===== src/design/lwfc_pkg.sv =====
`timescale 1ns / 1ps
// ----------------------------------------------------------------------------
// lwfc_pkg
// Shared widths, reset values, register indexes, sequencer modes and window
// slots of the wall-follow controller.
// ----------------------------------------------------------------------------
package lwfc_pkg;

    // default build parameters
    localparam int DIST_BITS_DEF  = 16;
    localparam int INDEX_BITS_DEF = 12;

    // fixed field widths
    localparam int DIST_FIELD_BITS = 16;
    localparam int LENGTH_BITS     = 13;
    localparam int HALF_BITS       = 10;
    localparam int SPEED_BITS      = 12;
    localparam int GAIN_BITS       = 24;
    localparam int GOAL_BITS       = 16;
    localparam int CFG_DATA_BITS   = 24;
    localparam int CFG_INDEX_BITS  = 3;
    localparam int LIN_BITS        = 13;
    localparam int TURN_BITS       = 25;
    localparam int MODE_BITS       = 2;
    localparam int GAIN_FRAC_BITS  = 16;

    localparam int TURN_MAX = 16777215;
    localparam int TURN_MIN = -16777216;

    // register reset values
    localparam logic [LENGTH_BITS-1:0] SCAN_LENGTH_RST = 13'd1024;
    localparam logic [HALF_BITS-1:0]   HALF_WIDTH_RST  = 10'd10;
    localparam logic [SPEED_BITS-1:0]  DRIVE_SPEED_RST = 12'd10;
    localparam logic [GAIN_BITS-1:0]   TURN_GAIN_RST   = 24'd655;
    localparam logic [GOAL_BITS-1:0]   GOAL_DIST_RST   = 16'd4500;

    // configuration register indexes
    localparam logic [CFG_INDEX_BITS-1:0] REG_SCAN_LENGTH = 3'd0;
    localparam logic [CFG_INDEX_BITS-1:0] REG_HALF_WIDTH  = 3'd1;
    localparam logic [CFG_INDEX_BITS-1:0] REG_DRIVE_SPEED = 3'd2;
    localparam logic [CFG_INDEX_BITS-1:0] REG_TURN_GAIN   = 3'd3;
    localparam logic [CFG_INDEX_BITS-1:0] REG_GOAL_DIST   = 3'd4;

    // sequencer modes
    localparam logic [MODE_BITS-1:0] MODE_FORWARD = 2'd0;
    localparam logic [MODE_BITS-1:0] MODE_ARM     = 2'd1;
    localparam logic [MODE_BITS-1:0] MODE_REVERSE = 2'd2;

    // window slots
    localparam logic [1:0] WIN_LEFT   = 2'd0;
    localparam logic [1:0] WIN_RIGHT  = 2'd1;
    localparam logic [1:0] WIN_CENTRE = 2'd2;

endpackage


===== src/design/lwfc_in_if.sv =====
`timescale 1ns / 1ps
// ----------------------------------------------------------------------------
// lwfc_in_if
// Input channel: range samples and control ticks.
// ----------------------------------------------------------------------------
interface lwfc_in_if;
    logic                                 valid;
    logic                                 ready;
    logic                                 command;
    logic [lwfc_pkg::DIST_FIELD_BITS-1:0] distance;
    logic                                 invalid;

    modport source (output valid, output command, output distance, output invalid,
                    input ready);
    modport sink   (input valid, input command, input distance, input invalid,
                    output ready);
endinterface


===== src/design/lwfc_out_if.sv =====
`timescale 1ns / 1ps
// ----------------------------------------------------------------------------
// lwfc_out_if
// Output channel: one motion command per control tick.
// ----------------------------------------------------------------------------
interface lwfc_out_if;
    logic                                  valid;
    logic                                  ready;
    logic signed [lwfc_pkg::LIN_BITS-1:0]  linear_speed;
    logic signed [lwfc_pkg::TURN_BITS-1:0] turn_rate;
    logic                                  arm_open;
    logic [lwfc_pkg::MODE_BITS-1:0]        mode;

    modport source (output valid, output linear_speed, output turn_rate,
                    output arm_open, output mode, input ready);
    modport sink   (input valid, input linear_speed, input turn_rate,
                    input arm_open, input mode, output ready);
endinterface


===== src/design/lwfc_div.sv =====
`timescale 1ns / 1ps
// ----------------------------------------------------------------------------
// lwfc_div
// Bit-serial restoring divider: one quotient bit per cycle, remainder held
// in a register no wider than the divisor.
// ----------------------------------------------------------------------------
module lwfc_div #(
    parameter int SUM_BITS = 29,
    parameter int CNT_BITS = 13
) (
    input  logic                i_clk,
    input  logic                i_rst_n,
    input  logic                i_start,
    input  logic [SUM_BITS-1:0] i_dividend,
    input  logic [CNT_BITS-1:0] i_divisor,
    output logic                o_done,
    output logic [SUM_BITS-1:0] o_quotient
);
    localparam int STEP_BITS = $clog2(SUM_BITS + 1);

    logic [CNT_BITS-1:0]  r_rem;
    logic [SUM_BITS-1:0]  r_q;      // dividend bits out at the top, quotient in at the bottom
    logic [CNT_BITS-1:0]  r_den;
    logic [STEP_BITS-1:0] r_cnt;
    logic                 r_busy;
    logic                 r_done;

    logic [CNT_BITS:0]    w_trial;
    logic                 w_fit;

    assign w_trial = {r_rem, r_q[SUM_BITS-1]};
    assign w_fit   = (w_trial >= {1'b0, r_den});

    always_ff @(posedge i_clk) begin
        if (!i_rst_n) begin
            r_busy <= 1'b0;
            r_done <= 1'b0;
            r_cnt  <= '0;
        end else begin
            r_done <= 1'b0;
            if (i_start) begin
                r_busy <= 1'b1;
                r_cnt  <= STEP_BITS'(SUM_BITS);
                r_rem  <= '0;
                r_q    <= i_dividend;
                r_den  <= i_divisor;
            end else if (r_busy) begin
                r_rem <= w_fit ? CNT_BITS'(w_trial - {1'b0, r_den})
                               : w_trial[CNT_BITS-1:0];
                r_q   <= {r_q[SUM_BITS-2:0], w_fit};
                r_cnt <= r_cnt - 1'b1;
                if (r_cnt == STEP_BITS'(1)) begin
                    r_busy <= 1'b0;
                    r_done <= 1'b1;
                end
            end
        end
    end

    assign o_done     = r_done;
    assign o_quotient = r_q;
endmodule


===== src/design/lwfc_mul.sv =====
`timescale 1ns / 1ps
// ----------------------------------------------------------------------------
// lwfc_mul
// Bit-serial steering multiplier: signed difference times unsigned Q8.16
// gain, one gain bit per cycle, then floor shift and saturation.
// ----------------------------------------------------------------------------
module lwfc_mul #(
    parameter int DIFF_BITS = 17
) (
    input  logic                                  i_clk,
    input  logic                                  i_rst_n,
    input  logic                                  i_start,
    input  logic signed [DIFF_BITS-1:0]           i_diff,
    input  logic [lwfc_pkg::GAIN_BITS-1:0]        i_gain,
    output logic                                  o_done,
    output logic signed [lwfc_pkg::TURN_BITS-1:0] o_turn
);
    localparam int GB        = lwfc_pkg::GAIN_BITS;
    localparam int PW        = DIFF_BITS + 1 + GB;
    localparam int STEP_BITS = $clog2(GB + 1);
    localparam logic signed [PW-1:0] Q_MAX = PW'(lwfc_pkg::TURN_MAX);
    localparam logic signed [PW-1:0] Q_MIN = PW'(lwfc_pkg::TURN_MIN);

    logic signed [DIFF_BITS:0]   r_hi;
    logic [GB-1:0]               r_lo;
    logic [GB-1:0]               r_gain;
    logic signed [DIFF_BITS-1:0] r_diff;
    logic [STEP_BITS-1:0]        r_cnt;
    logic                        r_busy;
    logic                        r_done;

    logic signed [DIFF_BITS:0]   w_add;
    logic signed [PW-1:0]        w_prod;
    logic signed [PW-1:0]        w_q;

    // partial product only ever needs one bit more than the difference
    assign w_add = r_gain[0] ? (r_hi + {r_diff[DIFF_BITS-1], r_diff}) : r_hi;

    always_ff @(posedge i_clk) begin
        if (!i_rst_n) begin
            r_busy <= 1'b0;
            r_done <= 1'b0;
            r_cnt  <= '0;
        end else begin
            r_done <= 1'b0;
            if (i_start) begin
                r_busy <= 1'b1;
                r_cnt  <= STEP_BITS'(GB);
                r_hi   <= '0;
                r_lo   <= '0;
                r_gain <= i_gain;
                r_diff <= i_diff;
            end else if (r_busy) begin
                r_hi   <= {w_add[DIFF_BITS], w_add[DIFF_BITS:1]};
                r_lo   <= {w_add[0], r_lo[GB-1:1]};
                r_gain <= {1'b0, r_gain[GB-1:1]};
                r_cnt  <= r_cnt - 1'b1;
                if (r_cnt == STEP_BITS'(1)) begin
                    r_busy <= 1'b0;
                    r_done <= 1'b1;
                end
            end
        end
    end

    assign w_prod = $signed({r_hi, r_lo});
    assign w_q    = w_prod >>> lwfc_pkg::GAIN_FRAC_BITS;   // floor for negatives too

    always_comb begin
        if (w_q > Q_MAX) begin
            o_turn = Q_MAX[lwfc_pkg::TURN_BITS-1:0];
        end else if (w_q < Q_MIN) begin
            o_turn = Q_MIN[lwfc_pkg::TURN_BITS-1:0];
        end else begin
            o_turn = w_q[lwfc_pkg::TURN_BITS-1:0];
        end
    end

    assign o_done = r_done;
endmodule


===== src/design/lidar_wall_follow_controller_core.sv =====
`timescale 1ns / 1ps
// ----------------------------------------------------------------------------
// lidar_wall_follow_controller_core
// Range windows, scan averages and the forward / arm-open / reverse sequencer.
// ----------------------------------------------------------------------------
// A range sample is taken in S_IDLE and accumulated in S_SAMPLE; it produces
// no output. The last sample of a scan then runs the serial divider, which
// retires one quotient bit per cycle for each of the left, right and centre
// windows in turn; an empty window is skipped. A control tick in forward or
// reverse mode runs the serial steering multiplier (one gain bit per cycle over
// 24 gain bits) before S_TICK_OUT; in arm-open mode it goes straight to
// S_TICK_OUT. Input is taken whenever the sequencer is idle, even while an
// earlier command waits in the output register; a tick waits only for that
// register to free up.
// ----------------------------------------------------------------------------
module lidar_wall_follow_controller_core #(
    parameter int DIST_BITS  = lwfc_pkg::DIST_BITS_DEF,
    parameter int INDEX_BITS = lwfc_pkg::INDEX_BITS_DEF
) (
    input  logic                                   i_clk,
    input  logic                                   i_rst_n,
    lwfc_in_if.sink                                i_in,
    lwfc_out_if.source                             o_out,
    input  logic                                   i_cfg_we,
    input  logic [lwfc_pkg::CFG_INDEX_BITS-1:0]    i_cfg_index,
    input  logic [lwfc_pkg::CFG_DATA_BITS-1:0]     i_cfg_data
);
    localparam int CNT_BITS  = INDEX_BITS + 1;
    localparam int SUM_BITS  = DIST_BITS + CNT_BITS;
    localparam int LEN_BITS  = INDEX_BITS + 1;
    localparam int CW        = (lwfc_pkg::LENGTH_BITS > LEN_BITS) ?
                               lwfc_pkg::LENGTH_BITS : LEN_BITS;
    localparam int HW        = ((INDEX_BITS > lwfc_pkg::HALF_BITS) ?
                               INDEX_BITS : lwfc_pkg::HALF_BITS) + 1;
    localparam int GW        = (DIST_BITS > lwfc_pkg::GOAL_BITS) ?
                               DIST_BITS : lwfc_pkg::GOAL_BITS;
    localparam logic [CW-1:0] MAX_LEN = CW'(2 ** INDEX_BITS);

    localparam int WIN_IDX_LEFT   = 0;
    localparam int WIN_IDX_RIGHT  = 1;
    localparam int WIN_IDX_CENTRE = 2;

    typedef enum logic [2:0] {
        S_IDLE, S_SAMPLE, S_DIV_SEL, S_DIV_WAIT, S_TICK, S_MUL, S_TICK_OUT
    } t_state;

    t_state r_state;

    // configuration
    logic [lwfc_pkg::LENGTH_BITS-1:0] r_scan_length;
    logic [lwfc_pkg::HALF_BITS-1:0]   r_half_width;
    logic [lwfc_pkg::SPEED_BITS-1:0]  r_drive_speed;
    logic [lwfc_pkg::GAIN_BITS-1:0]   r_turn_gain;
    logic [lwfc_pkg::GOAL_BITS-1:0]   r_goal;

    // scan state
    logic [INDEX_BITS-1:0]            r_index;
    logic [SUM_BITS-1:0]              r_sum [3];
    logic [CNT_BITS-1:0]              r_cnt [3];
    logic [DIST_BITS-1:0]             r_avg [3];
    logic [lwfc_pkg::MODE_BITS-1:0]   r_mode;
    logic [1:0]                       r_win;

    logic [DIST_BITS-1:0]             r_dist;
    logic                             r_invalid;

    // output register
    logic                                 r_out_valid;
    logic signed [lwfc_pkg::LIN_BITS-1:0] r_lin;
    logic signed [lwfc_pkg::TURN_BITS-1:0] r_turn;
    logic                                 r_arm;
    logic [lwfc_pkg::MODE_BITS-1:0]       r_out_mode;

    // window bounds
    logic [CW-1:0]         w_len_ext;
    logic [LEN_BITS-1:0]   w_len;
    logic [HW-1:0]         w_last;
    logic [HW-1:0]         w_ctr;
    logic [HW-1:0]         w_h;
    logic [HW-1:0]         w_idx;
    logic [HW-1:0]         w_left_hi;
    logic [HW-1:0]         w_right_lo;
    logic [HW-1:0]         w_ctr_lo;
    logic [HW-1:0]         w_ctr_sum;
    logic [HW-1:0]         w_ctr_hi;
    logic [2:0]            w_hit;
    logic                  w_scan_end;

    logic [DIST_BITS+lwfc_pkg::DIST_FIELD_BITS-1:0] w_dist_ext;
    logic [GW-1:0]         w_ctr_avg;
    logic [GW-1:0]         w_goal;
    logic                  w_out_free;
    logic                  w_in_xfer;

    logic signed [DIST_BITS:0]              w_diff;
    logic signed [lwfc_pkg::LIN_BITS-1:0]   w_speed;
    logic                                   w_mul_start;
    logic                                   w_mul_done;
    logic signed [lwfc_pkg::TURN_BITS-1:0]  w_mul_turn;
    logic                                   w_div_start;
    logic                                   w_div_done;
    logic [SUM_BITS-1:0]                    w_quot;

    // effective scan length: zero acts as one, saturate at the index range
    assign w_len_ext = CW'(r_scan_length);
    always_comb begin
        if (r_scan_length == '0) begin
            w_len = LEN_BITS'(1);
        end else if (w_len_ext > MAX_LEN) begin
            w_len = MAX_LEN[LEN_BITS-1:0];
        end else begin
            w_len = w_len_ext[LEN_BITS-1:0];
        end
    end

    assign w_last     = HW'(w_len) - HW'(1);
    assign w_ctr      = HW'(w_len >> 1);
    assign w_h        = HW'(r_half_width);
    assign w_idx      = HW'(r_index);
    assign w_left_hi  = (w_h < w_last) ? w_h : w_last;
    assign w_right_lo = (w_last > w_h) ? (w_last - w_h) : '0;
    assign w_ctr_lo   = (w_ctr > w_h) ? (w_ctr - w_h) : '0;
    assign w_ctr_sum  = w_ctr + w_h;
    assign w_ctr_hi   = (w_ctr_sum < w_last) ? w_ctr_sum : w_last;

    assign w_hit[WIN_IDX_LEFT]   = (w_idx <= w_left_hi);
    assign w_hit[WIN_IDX_RIGHT]  = (w_idx >= w_right_lo) && (w_idx <= w_last);
    assign w_hit[WIN_IDX_CENTRE] = (w_idx >= w_ctr_lo) && (w_idx <= w_ctr_hi);

    // an index left past a lowered length also closes the scan
    assign w_scan_end = ((LEN_BITS'(r_index) + LEN_BITS'(1)) >= w_len);

    assign w_dist_ext = {{DIST_BITS{1'b0}}, i_in.distance};
    assign w_ctr_avg  = GW'(r_avg[lwfc_pkg::WIN_CENTRE]);
    assign w_goal     = GW'(r_goal);

    assign w_diff  = $signed({1'b0, r_avg[lwfc_pkg::WIN_LEFT]})
                   - $signed({1'b0, r_avg[lwfc_pkg::WIN_RIGHT]});
    assign w_speed = $signed({1'b0, r_drive_speed});

    assign w_in_xfer   = i_in.valid && (r_state == S_IDLE);
    assign w_out_free  = !r_out_valid || o_out.ready;
    assign w_mul_start = (r_state == S_TICK);
    assign w_div_start = (r_state == S_DIV_SEL) && (r_cnt[r_win] != '0);

    lwfc_mul #(
        .DIFF_BITS (DIST_BITS + 1)
    ) u_mul (
        .i_clk   (i_clk),
        .i_rst_n (i_rst_n),
        .i_start (w_mul_start),
        .i_diff  (w_diff),
        .i_gain  (r_turn_gain),
        .o_done  (w_mul_done),
        .o_turn  (w_mul_turn)
    );

    lwfc_div #(
        .SUM_BITS (SUM_BITS),
        .CNT_BITS (CNT_BITS)
    ) u_div (
        .i_clk      (i_clk),
        .i_rst_n    (i_rst_n),
        .i_start    (w_div_start),
        .i_dividend (r_sum[r_win]),
        .i_divisor  (r_cnt[r_win]),
        .o_done     (w_div_done),
        .o_quotient (w_quot)
    );

    always_ff @(posedge i_clk) begin
        if (!i_rst_n) begin
            r_state       <= S_IDLE;
            r_scan_length <= lwfc_pkg::SCAN_LENGTH_RST;
            r_half_width  <= lwfc_pkg::HALF_WIDTH_RST;
            r_drive_speed <= lwfc_pkg::DRIVE_SPEED_RST;
            r_turn_gain   <= lwfc_pkg::TURN_GAIN_RST;
            r_goal        <= lwfc_pkg::GOAL_DIST_RST;
            r_index       <= '0;
            r_mode        <= lwfc_pkg::MODE_FORWARD;
            r_win         <= lwfc_pkg::WIN_LEFT;
            r_out_valid   <= 1'b0;
            for (int w = 0; w < 3; w++) begin
                r_sum[w] <= '0;
                r_cnt[w] <= '0;
                r_avg[w] <= '0;
            end
        end else begin
            if (i_cfg_we) begin
                unique case (i_cfg_index)
                    lwfc_pkg::REG_SCAN_LENGTH:
                        r_scan_length <= i_cfg_data[lwfc_pkg::LENGTH_BITS-1:0];
                    lwfc_pkg::REG_HALF_WIDTH:
                        r_half_width  <= i_cfg_data[lwfc_pkg::HALF_BITS-1:0];
                    lwfc_pkg::REG_DRIVE_SPEED:
                        r_drive_speed <= i_cfg_data[lwfc_pkg::SPEED_BITS-1:0];
                    lwfc_pkg::REG_TURN_GAIN:
                        r_turn_gain   <= i_cfg_data[lwfc_pkg::GAIN_BITS-1:0];
                    lwfc_pkg::REG_GOAL_DIST:
                        r_goal        <= i_cfg_data[lwfc_pkg::GOAL_BITS-1:0];
                    default: ;
                endcase
            end

            // in S_TICK_OUT the output register is refilled instead
            if (r_out_valid && o_out.ready && (r_state != S_TICK_OUT)) begin
                r_out_valid <= 1'b0;
            end

            unique case (r_state)
                S_IDLE: begin
                    if (w_in_xfer) begin
                        r_dist    <= w_dist_ext[DIST_BITS-1:0];
                        r_invalid <= i_in.invalid;
                        if (i_in.command) begin
                            r_state <= (r_mode == lwfc_pkg::MODE_ARM) ? S_TICK_OUT : S_TICK;
                        end else begin
                            r_state <= S_SAMPLE;
                        end
                    end
                end
                S_SAMPLE: begin
                    if (!r_invalid) begin
                        for (int w = 0; w < 3; w++) begin
                            if (w_hit[w]) begin
                                r_sum[w] <= r_sum[w] + SUM_BITS'(r_dist);
                                r_cnt[w] <= r_cnt[w] + 1'b1;
                            end
                        end
                    end
                    if (w_scan_end) begin
                        r_index <= '0;
                        r_win   <= lwfc_pkg::WIN_LEFT;
                        r_state <= S_DIV_SEL;
                    end else begin
                        r_index <= r_index + 1'b1;
                        r_state <= S_IDLE;
                    end
                end
                S_DIV_SEL, S_DIV_WAIT: begin
                    // empty windows keep their old average
                    if (r_state == S_DIV_SEL && r_cnt[r_win] != '0) begin
                        r_state <= S_DIV_WAIT;
                    end else if (r_state == S_DIV_SEL || w_div_done) begin
                        if (r_state == S_DIV_WAIT) begin
                            r_avg[r_win] <= w_quot[DIST_BITS-1:0];
                        end
                        r_sum[r_win] <= '0;
                        r_cnt[r_win] <= '0;
                        if (r_win == lwfc_pkg::WIN_CENTRE) begin
                            r_state <= S_IDLE;
                        end else begin
                            r_win   <= r_win + 1'b1;
                            r_state <= S_DIV_SEL;
                        end
                    end
                end
                S_TICK: begin
                    r_state <= S_MUL;
                end
                S_MUL: begin
                    if (w_mul_done) begin
                        r_state <= S_TICK_OUT;
                    end
                end
                S_TICK_OUT: begin
                    if (w_out_free) begin
                        r_out_valid <= 1'b1;
                        r_state     <= S_IDLE;
                        case (r_mode)
                            lwfc_pkg::MODE_FORWARD: begin
                                r_lin      <= w_speed;
                                r_turn     <= w_mul_turn;
                                r_arm      <= 1'b0;
                                r_out_mode <= (w_ctr_avg > w_goal) ?
                                              lwfc_pkg::MODE_ARM : lwfc_pkg::MODE_FORWARD;
                                r_mode     <= (w_ctr_avg > w_goal) ?
                                              lwfc_pkg::MODE_ARM : lwfc_pkg::MODE_FORWARD;
                            end
                            lwfc_pkg::MODE_ARM: begin
                                r_lin      <= '0;
                                r_turn     <= '0;
                                r_arm      <= 1'b1;
                                r_out_mode <= lwfc_pkg::MODE_REVERSE;
                                r_mode     <= lwfc_pkg::MODE_REVERSE;
                            end
                            default: begin
                                r_lin      <= -w_speed;
                                r_turn     <= w_mul_turn;
                                r_arm      <= 1'b0;
                                r_out_mode <= lwfc_pkg::MODE_REVERSE;
                                r_mode     <= lwfc_pkg::MODE_REVERSE;
                            end
                        endcase
                    end
                end
                default: begin
                    r_state <= S_IDLE;
                end
            endcase
        end
    end

    assign i_in.ready         = (r_state == S_IDLE);
    assign o_out.valid        = r_out_valid;
    assign o_out.linear_speed = r_lin;
    assign o_out.turn_rate    = r_turn;
    assign o_out.arm_open     = r_arm;
    assign o_out.mode         = r_out_mode;
endmodule

===== src/flat_wrapper.sv =====
// flat-port wrapper written by rule: the top's interface ports become plain ports
module lidar_wall_follow_controller_core_flat 
#(
    parameter int DIST_BITS  = lwfc_pkg::DIST_BITS_DEF,
    parameter int INDEX_BITS = lwfc_pkg::INDEX_BITS_DEF
)
  (i_clk, i_rst_n, i_cfg_we, i_cfg_index, i_cfg_data, i_in_valid, i_in_command, i_in_distance, i_in_invalid, i_in_ready, o_out_valid, o_out_linear_speed, o_out_turn_rate, o_out_arm_open, o_out_mode, o_out_ready);
  lwfc_in_if i_in_i ();
  lwfc_out_if o_out_i ();
  input  logic i_clk;
  input  logic i_rst_n;
  input  logic i_cfg_we;
  input  logic [lwfc_pkg::CFG_INDEX_BITS-1:0] i_cfg_index;
  input  logic [lwfc_pkg::CFG_DATA_BITS-1:0] i_cfg_data;
  input wire logic [$bits(i_in_i.valid)-1:0] i_in_valid;
  input wire logic [$bits(i_in_i.command)-1:0] i_in_command;
  input wire logic [$bits(i_in_i.distance)-1:0] i_in_distance;
  input wire logic [$bits(i_in_i.invalid)-1:0] i_in_invalid;
  output wire logic [$bits(i_in_i.ready)-1:0] i_in_ready;
  output wire logic [$bits(o_out_i.valid)-1:0] o_out_valid;
  output wire logic [$bits(o_out_i.linear_speed)-1:0] o_out_linear_speed;
  output wire logic [$bits(o_out_i.turn_rate)-1:0] o_out_turn_rate;
  output wire logic [$bits(o_out_i.arm_open)-1:0] o_out_arm_open;
  output wire logic [$bits(o_out_i.mode)-1:0] o_out_mode;
  input wire logic [$bits(o_out_i.ready)-1:0] o_out_ready;
  assign i_in_i.valid = i_in_valid;
  assign i_in_i.command = i_in_command;
  assign i_in_i.distance = i_in_distance;
  assign i_in_i.invalid = i_in_invalid;
  assign i_in_ready = i_in_i.ready;
  assign o_out_valid = o_out_i.valid;
  assign o_out_linear_speed = o_out_i.linear_speed;
  assign o_out_turn_rate = o_out_i.turn_rate;
  assign o_out_arm_open = o_out_i.arm_open;
  assign o_out_mode = o_out_i.mode;
  assign o_out_i.ready = o_out_ready;
  lidar_wall_follow_controller_core #(.DIST_BITS(DIST_BITS), .INDEX_BITS(INDEX_BITS)) u_core (.i_clk(i_clk), .i_rst_n(i_rst_n), .i_in(i_in_i), .o_out(o_out_i), .i_cfg_we(i_cfg_we), .i_cfg_index(i_cfg_index), .i_cfg_data(i_cfg_data));
endmodule

===== config.mk =====
export PLATFORM = sky130hd
export DESIGN_NAME = lidar_wall_follow_controller_core_flat
export DESIGN_NICKNAME = d
export VERILOG_FILES = /design/src/design/lwfc_pkg.sv /design/src/design/lwfc_in_if.sv /design/src/design/lwfc_out_if.sv /design/src/design/lwfc_div.sv /design/src/design/lwfc_mul.sv /design/src/design/lidar_wall_follow_controller_core.sv /design/src/flat_wrapper.sv
export SDC_FILE = /design/constraint.sdc
export NUM_CORES = 1
export LEC_CHECK = 0
export CORE_MARGIN = 5
export CORE_UTILIZATION = 35
export CTS_CLUSTER_SIZE = 14
export DETAILED_ROUTE_END_ITERATION = 16
export DONT_BUFFER_PORTS = 1
export SLEW_MARGIN = 40
export SYNTH_ARGS = -nofsm -noshare
export SYNTH_HDL_FRONTEND = slang
export SYNTH_SLANG_ARGS = --single-unit

===== constraint.sdc =====
create_clock -name i_clk -period 6.7 [get_ports i_clk]
set_clock_uncertainty 0.15 [all_clocks]
set_input_delay 1.34 -clock i_clk [delete_from_list [all_inputs] [get_ports i_clk]]
set_output_delay 1.34 -clock i_clk [all_outputs]
set_load 0.1 [all_outputs]

==> key figures <==
Run status
  • Run status: finished clean

GRT
  • Total track usage: about 17%
  • Largest net degree at the start of global routing: 78
  • Initial antenna violation count: 2
  • Total grt overflow: 0
  • First-pass GRT wire length: roughly 120000 µm
  • Met2 Usage GRT: between 20% and 30%
  • Met1 track demand over resource: approximately a quarter
  • Vias in the first global route: roughly 21000
  • Grt peak-use layer: met2
  • Met3 usage: 2.43%

Yosys
  • Sequential area share after synthesis: about two fifths
  • Distinct cells, synth: 86
  • Avg Cell Area, Syn: a little over 9 µm²
  • Synth top area cells: edfxtp_1 (24%), dfxtp_1 (17%), ha_1 (11%), nand2_1 (5.5%), a21oi_1 (4.8%)
  • Top cell type's share of synthesized area: around 24%
  • Post-Syn Area: around 28000 µm²
  • Post-synthesis cell count: between 3000 and 4000
  • Post-synth EDFFs: between 200 and 250
  • Yosys warns: 0
  • Area leader, netlist: edfxtp_1
  • Adder-cell area share of the yosys netlist: between 10 and 15%
  • Async set or reset register ratio after synthesis: 0%
  • Post-synthesis simple-gate area fraction: between 10% and 20%
  • Post-synthesis compound-gate area fraction: 15.5%
  • Count leader, synth: nand2_1
  • Ys flop type: dfxtp_1
  • Post-synthesis mux area share: under 10%
  • Synth Area in XOR/XNOR: approximately 4.8%
  • Largest family of logic cells by synthesized area: simple AND/OR/NAND/NOR gates
  • Synth cell count leaders: nand2_1 (411), a21oi_1 (268), nor2_1 (256)
  • Yosys reg bits: between 400 and 500

Clock network
  • CTS tree: built
  • Clk Latency, worst-skew pair: ~0.60 ns
  • CTS Sinks: approximately 460
  • Worst-path clk slew: 0.06 ns
  • Root cell of the clock tree: clkbuf_16
  • H-tree levels: 2
  • Longest Clk Path Bufs: 3
  • CTS Hold Bufs: 0
  • CTS buffer count: a little over 50

Floorplanning
  • Initial Utilization: 35.3%
  • Die Y: between 200 and 300 µm
  • Die Area: approximately 85000 µm²
  • Core Area: a little under 80000 µm²
  • # IOs: slightly above 90
  • DIE WIDTH: slightly below 300 µm
  • Row count: 103

Placement
  • Inst Count DP: 4088
  • DP Area: a little under 30000 µm²
  • Pre-CTS WS: approximately 0.22 ns
  • GP Congestion: about 0.94
  • Hpwl dp: ~55000 µm
  • Port buffer count: 0

Cells and area
  • Final Core Density: 40.2%
  • Finished Layout Cells: roughly 4200
  • Register area: 11600 µm²
  • Multi-input gate area: 15400 µm²
  • Antenna fix cells: 0
  • NumNets Final: 3405
  • Design area: roughly 32000 µm²
  • Layout area overhead: 13.8%
  • # fillers: between 7000 and 8000
  • Layout cell share with drive strength beyond 1: under 10%

Power and ir drop
  • Logic gate share of total power: 13.7%
  • Leakage: 0.0128 µW
  • Worst IR Drop VDD: approximately 0.18 mV
  • Switching Fraction: between 20% and 30%
  • Int Power: 5120 µW
  • Clock power frac: slightly above 40%
  • Sequential share of power: a little under half
  • Pwr dens: 219 nW/µm²
  • Net switching power: around 1800 µW

Worst setup path
  • FF-to-FF setup slack: roughly 0.26 ns
  • Slowest-stage cell, CP: or4_1
  • Most frequent CP cell: a21oi_2
  • Max incr delay on CP: approximately 0.55 ns
  • Setup CP Type: reg2reg
  • Critical path fanouts, max: 17
  • Critical path capture point type: flop
  • Crit path DAT: just under 7 ns
  • Critical path launch point type: flop
  • Worst path required time: roughly 7.0 ns

Route
  • DRC viols: 0
  • Drt wl/cell: ~18 µm
  • WL final: about 75000 µm
  • First-pass iteration count of the detailed router: 7
  • DR vias: around 22000
  • Initial DRC count: ~1600
  • DRT antenna net count: 0
  • Via density: between 5 and 6

STA
  • Measured slew at the worst slew-check pin: roughly 0.90 ns
  • Final setup margin: between 0.2 and 0.3 ns
  • Slew headroom: about two fifths
  • Slew Viols, Final: 0
  • Final min period: approximately 6.4 ns
  • Final setup vio count: 0
  • Final worst-path cycle share: approximately 96%
  • F_max: approximately 160 MHz
  • Fin. Hold Viols: 0

Run
  • Max cap viols: 0

Worst hold path
  • Worst Hold Class: reg2reg
layout make-up:
class	instances	share of cell area, %
clock buffers	72	4.66
repair buffers	97	3.83
flip-flops and latches	464	36.4
inverters	151	1.79
multi-input cells	2343	48.4
well taps	1050	4.14
clock inverters	24	0.737
sequential cells by signal, summed over array words and instances, names as in the netlist, 16 cells and up, named ones only:
signal                   cells
u_core.u_mul.r_diff         17
u_core.r_dist               16
u_core.r_sum                87
u_core.r_goal               16
u_core.u_div.o_quotient     29
u_core.u_mul.r_hi           17
u_core.r_avg                48
u_core.r_turn_gain          24
u_core.u_mul.r_gain         24
u_core.o_out.turn_rate      25
u_core.r_cnt                39
per-layer routing:
metal | vias up | share of wire (%)
met2 | 556 | 45
met1 | 10600 | 47
li1 | 11100 | -
met5 | - | 0.036
met4 | 4 | 2.4
met3 | 119 | 5.9
power by group through the flow:
stage	Sequential, µW	Combinational, µW	Clock, µW
6_report	3150	951	2870
5_1_grt	3160	1060	3060
4_1_cts	3150	930	2940
3_5_place_dp	3210	925	0
3_3_place_gp	3210	912	0
2_1_floorplan	3180	702	0
per-stage QoR:
| stage | TNS, ns | total power (µW) | hold slack [ns] |
|---|---|---|---|
| after global routing | -0.366 | 7280 | 0.320 |
| after CTS | 0 | 7020 | 0.305 |
| after detailed placement | 0 | 4130 | 0.296 |
| final | 0 | 6970 | 0.305 |
| after global placement | 0 | 4120 | 0.294 |
| after floorplan | 0 | 3880 | 0.282 |
logic make-up (layout without fill, tap and decap cells):
kind of cell / after synthesis / count (layout)
AND/OR/NAND/NOR: 1154 / 1154
AO/OA/AOI/OAI: 699 / 699
flip-flops: 464 / 464
buffers and inverters: 279 / 344
adder cells (fa/ha/maj): 247 / 247
XOR/XNOR: 154 / 154
multiplexers: 86 / 86
other: 2 / 3
critical path: cells and delay by family, from the launching register on:
family                     cells  cell delay, ns
buffers and inverters          6            0.79
and+or+nand+nor                6            1.52
muxes                          1            0.13
DFF                            1            0.35
xor gates and xnor gates       1            0.17
adders and majority gates      3            1.03
AOI/OAI and AO/OA             15            2.17
worst paths after layout:
check                         to  depth (start not counted)                     start
max reg2reg  u_core.r_sum[2][26]                         32  u_core.r_scan_length[12]
max          u_core.r_sum[2][26]                         32  u_core.r_scan_length[12]
min            u_core.r_goal[10]                          2         u_core.r_goal[10]
min reg2reg    u_core.r_goal[10]                          2         u_core.r_goal[10]
timing repair:
item,in CTS,in global routing
resized for setup,0,19
setup buffers,0,7
hold endpoints to repair,0,0
setup endpoints to repair,0,83
cells in the final DEF, fill, tap and decap left out, drive strengths merged, types with 10 or more instances in the layout:
cell type	instances
a2111oi	11
a211oi	32
a21o	38
a21oi	269
a22oi	13
a31oi	18
and2	46
and3	85
buf	88
clkbuf	81
clkinv	19
dfxtp	237
edfxtp	227
ha	238
inv	152
mux2i	82
nand2	411
nand2b	26
nand3	103
nand3b	13
nand4	29
nor2	257
nor2b	27
nor3	53
nor4	17
nor4b	12
o211ai	31
o21a	26
o21ai	149
o21bai	17
o31ai	14
or2	10
or3	31
or4	17
xnor2	99
xor2	55
Note: power is estimated with default switching activity, not from simulation.
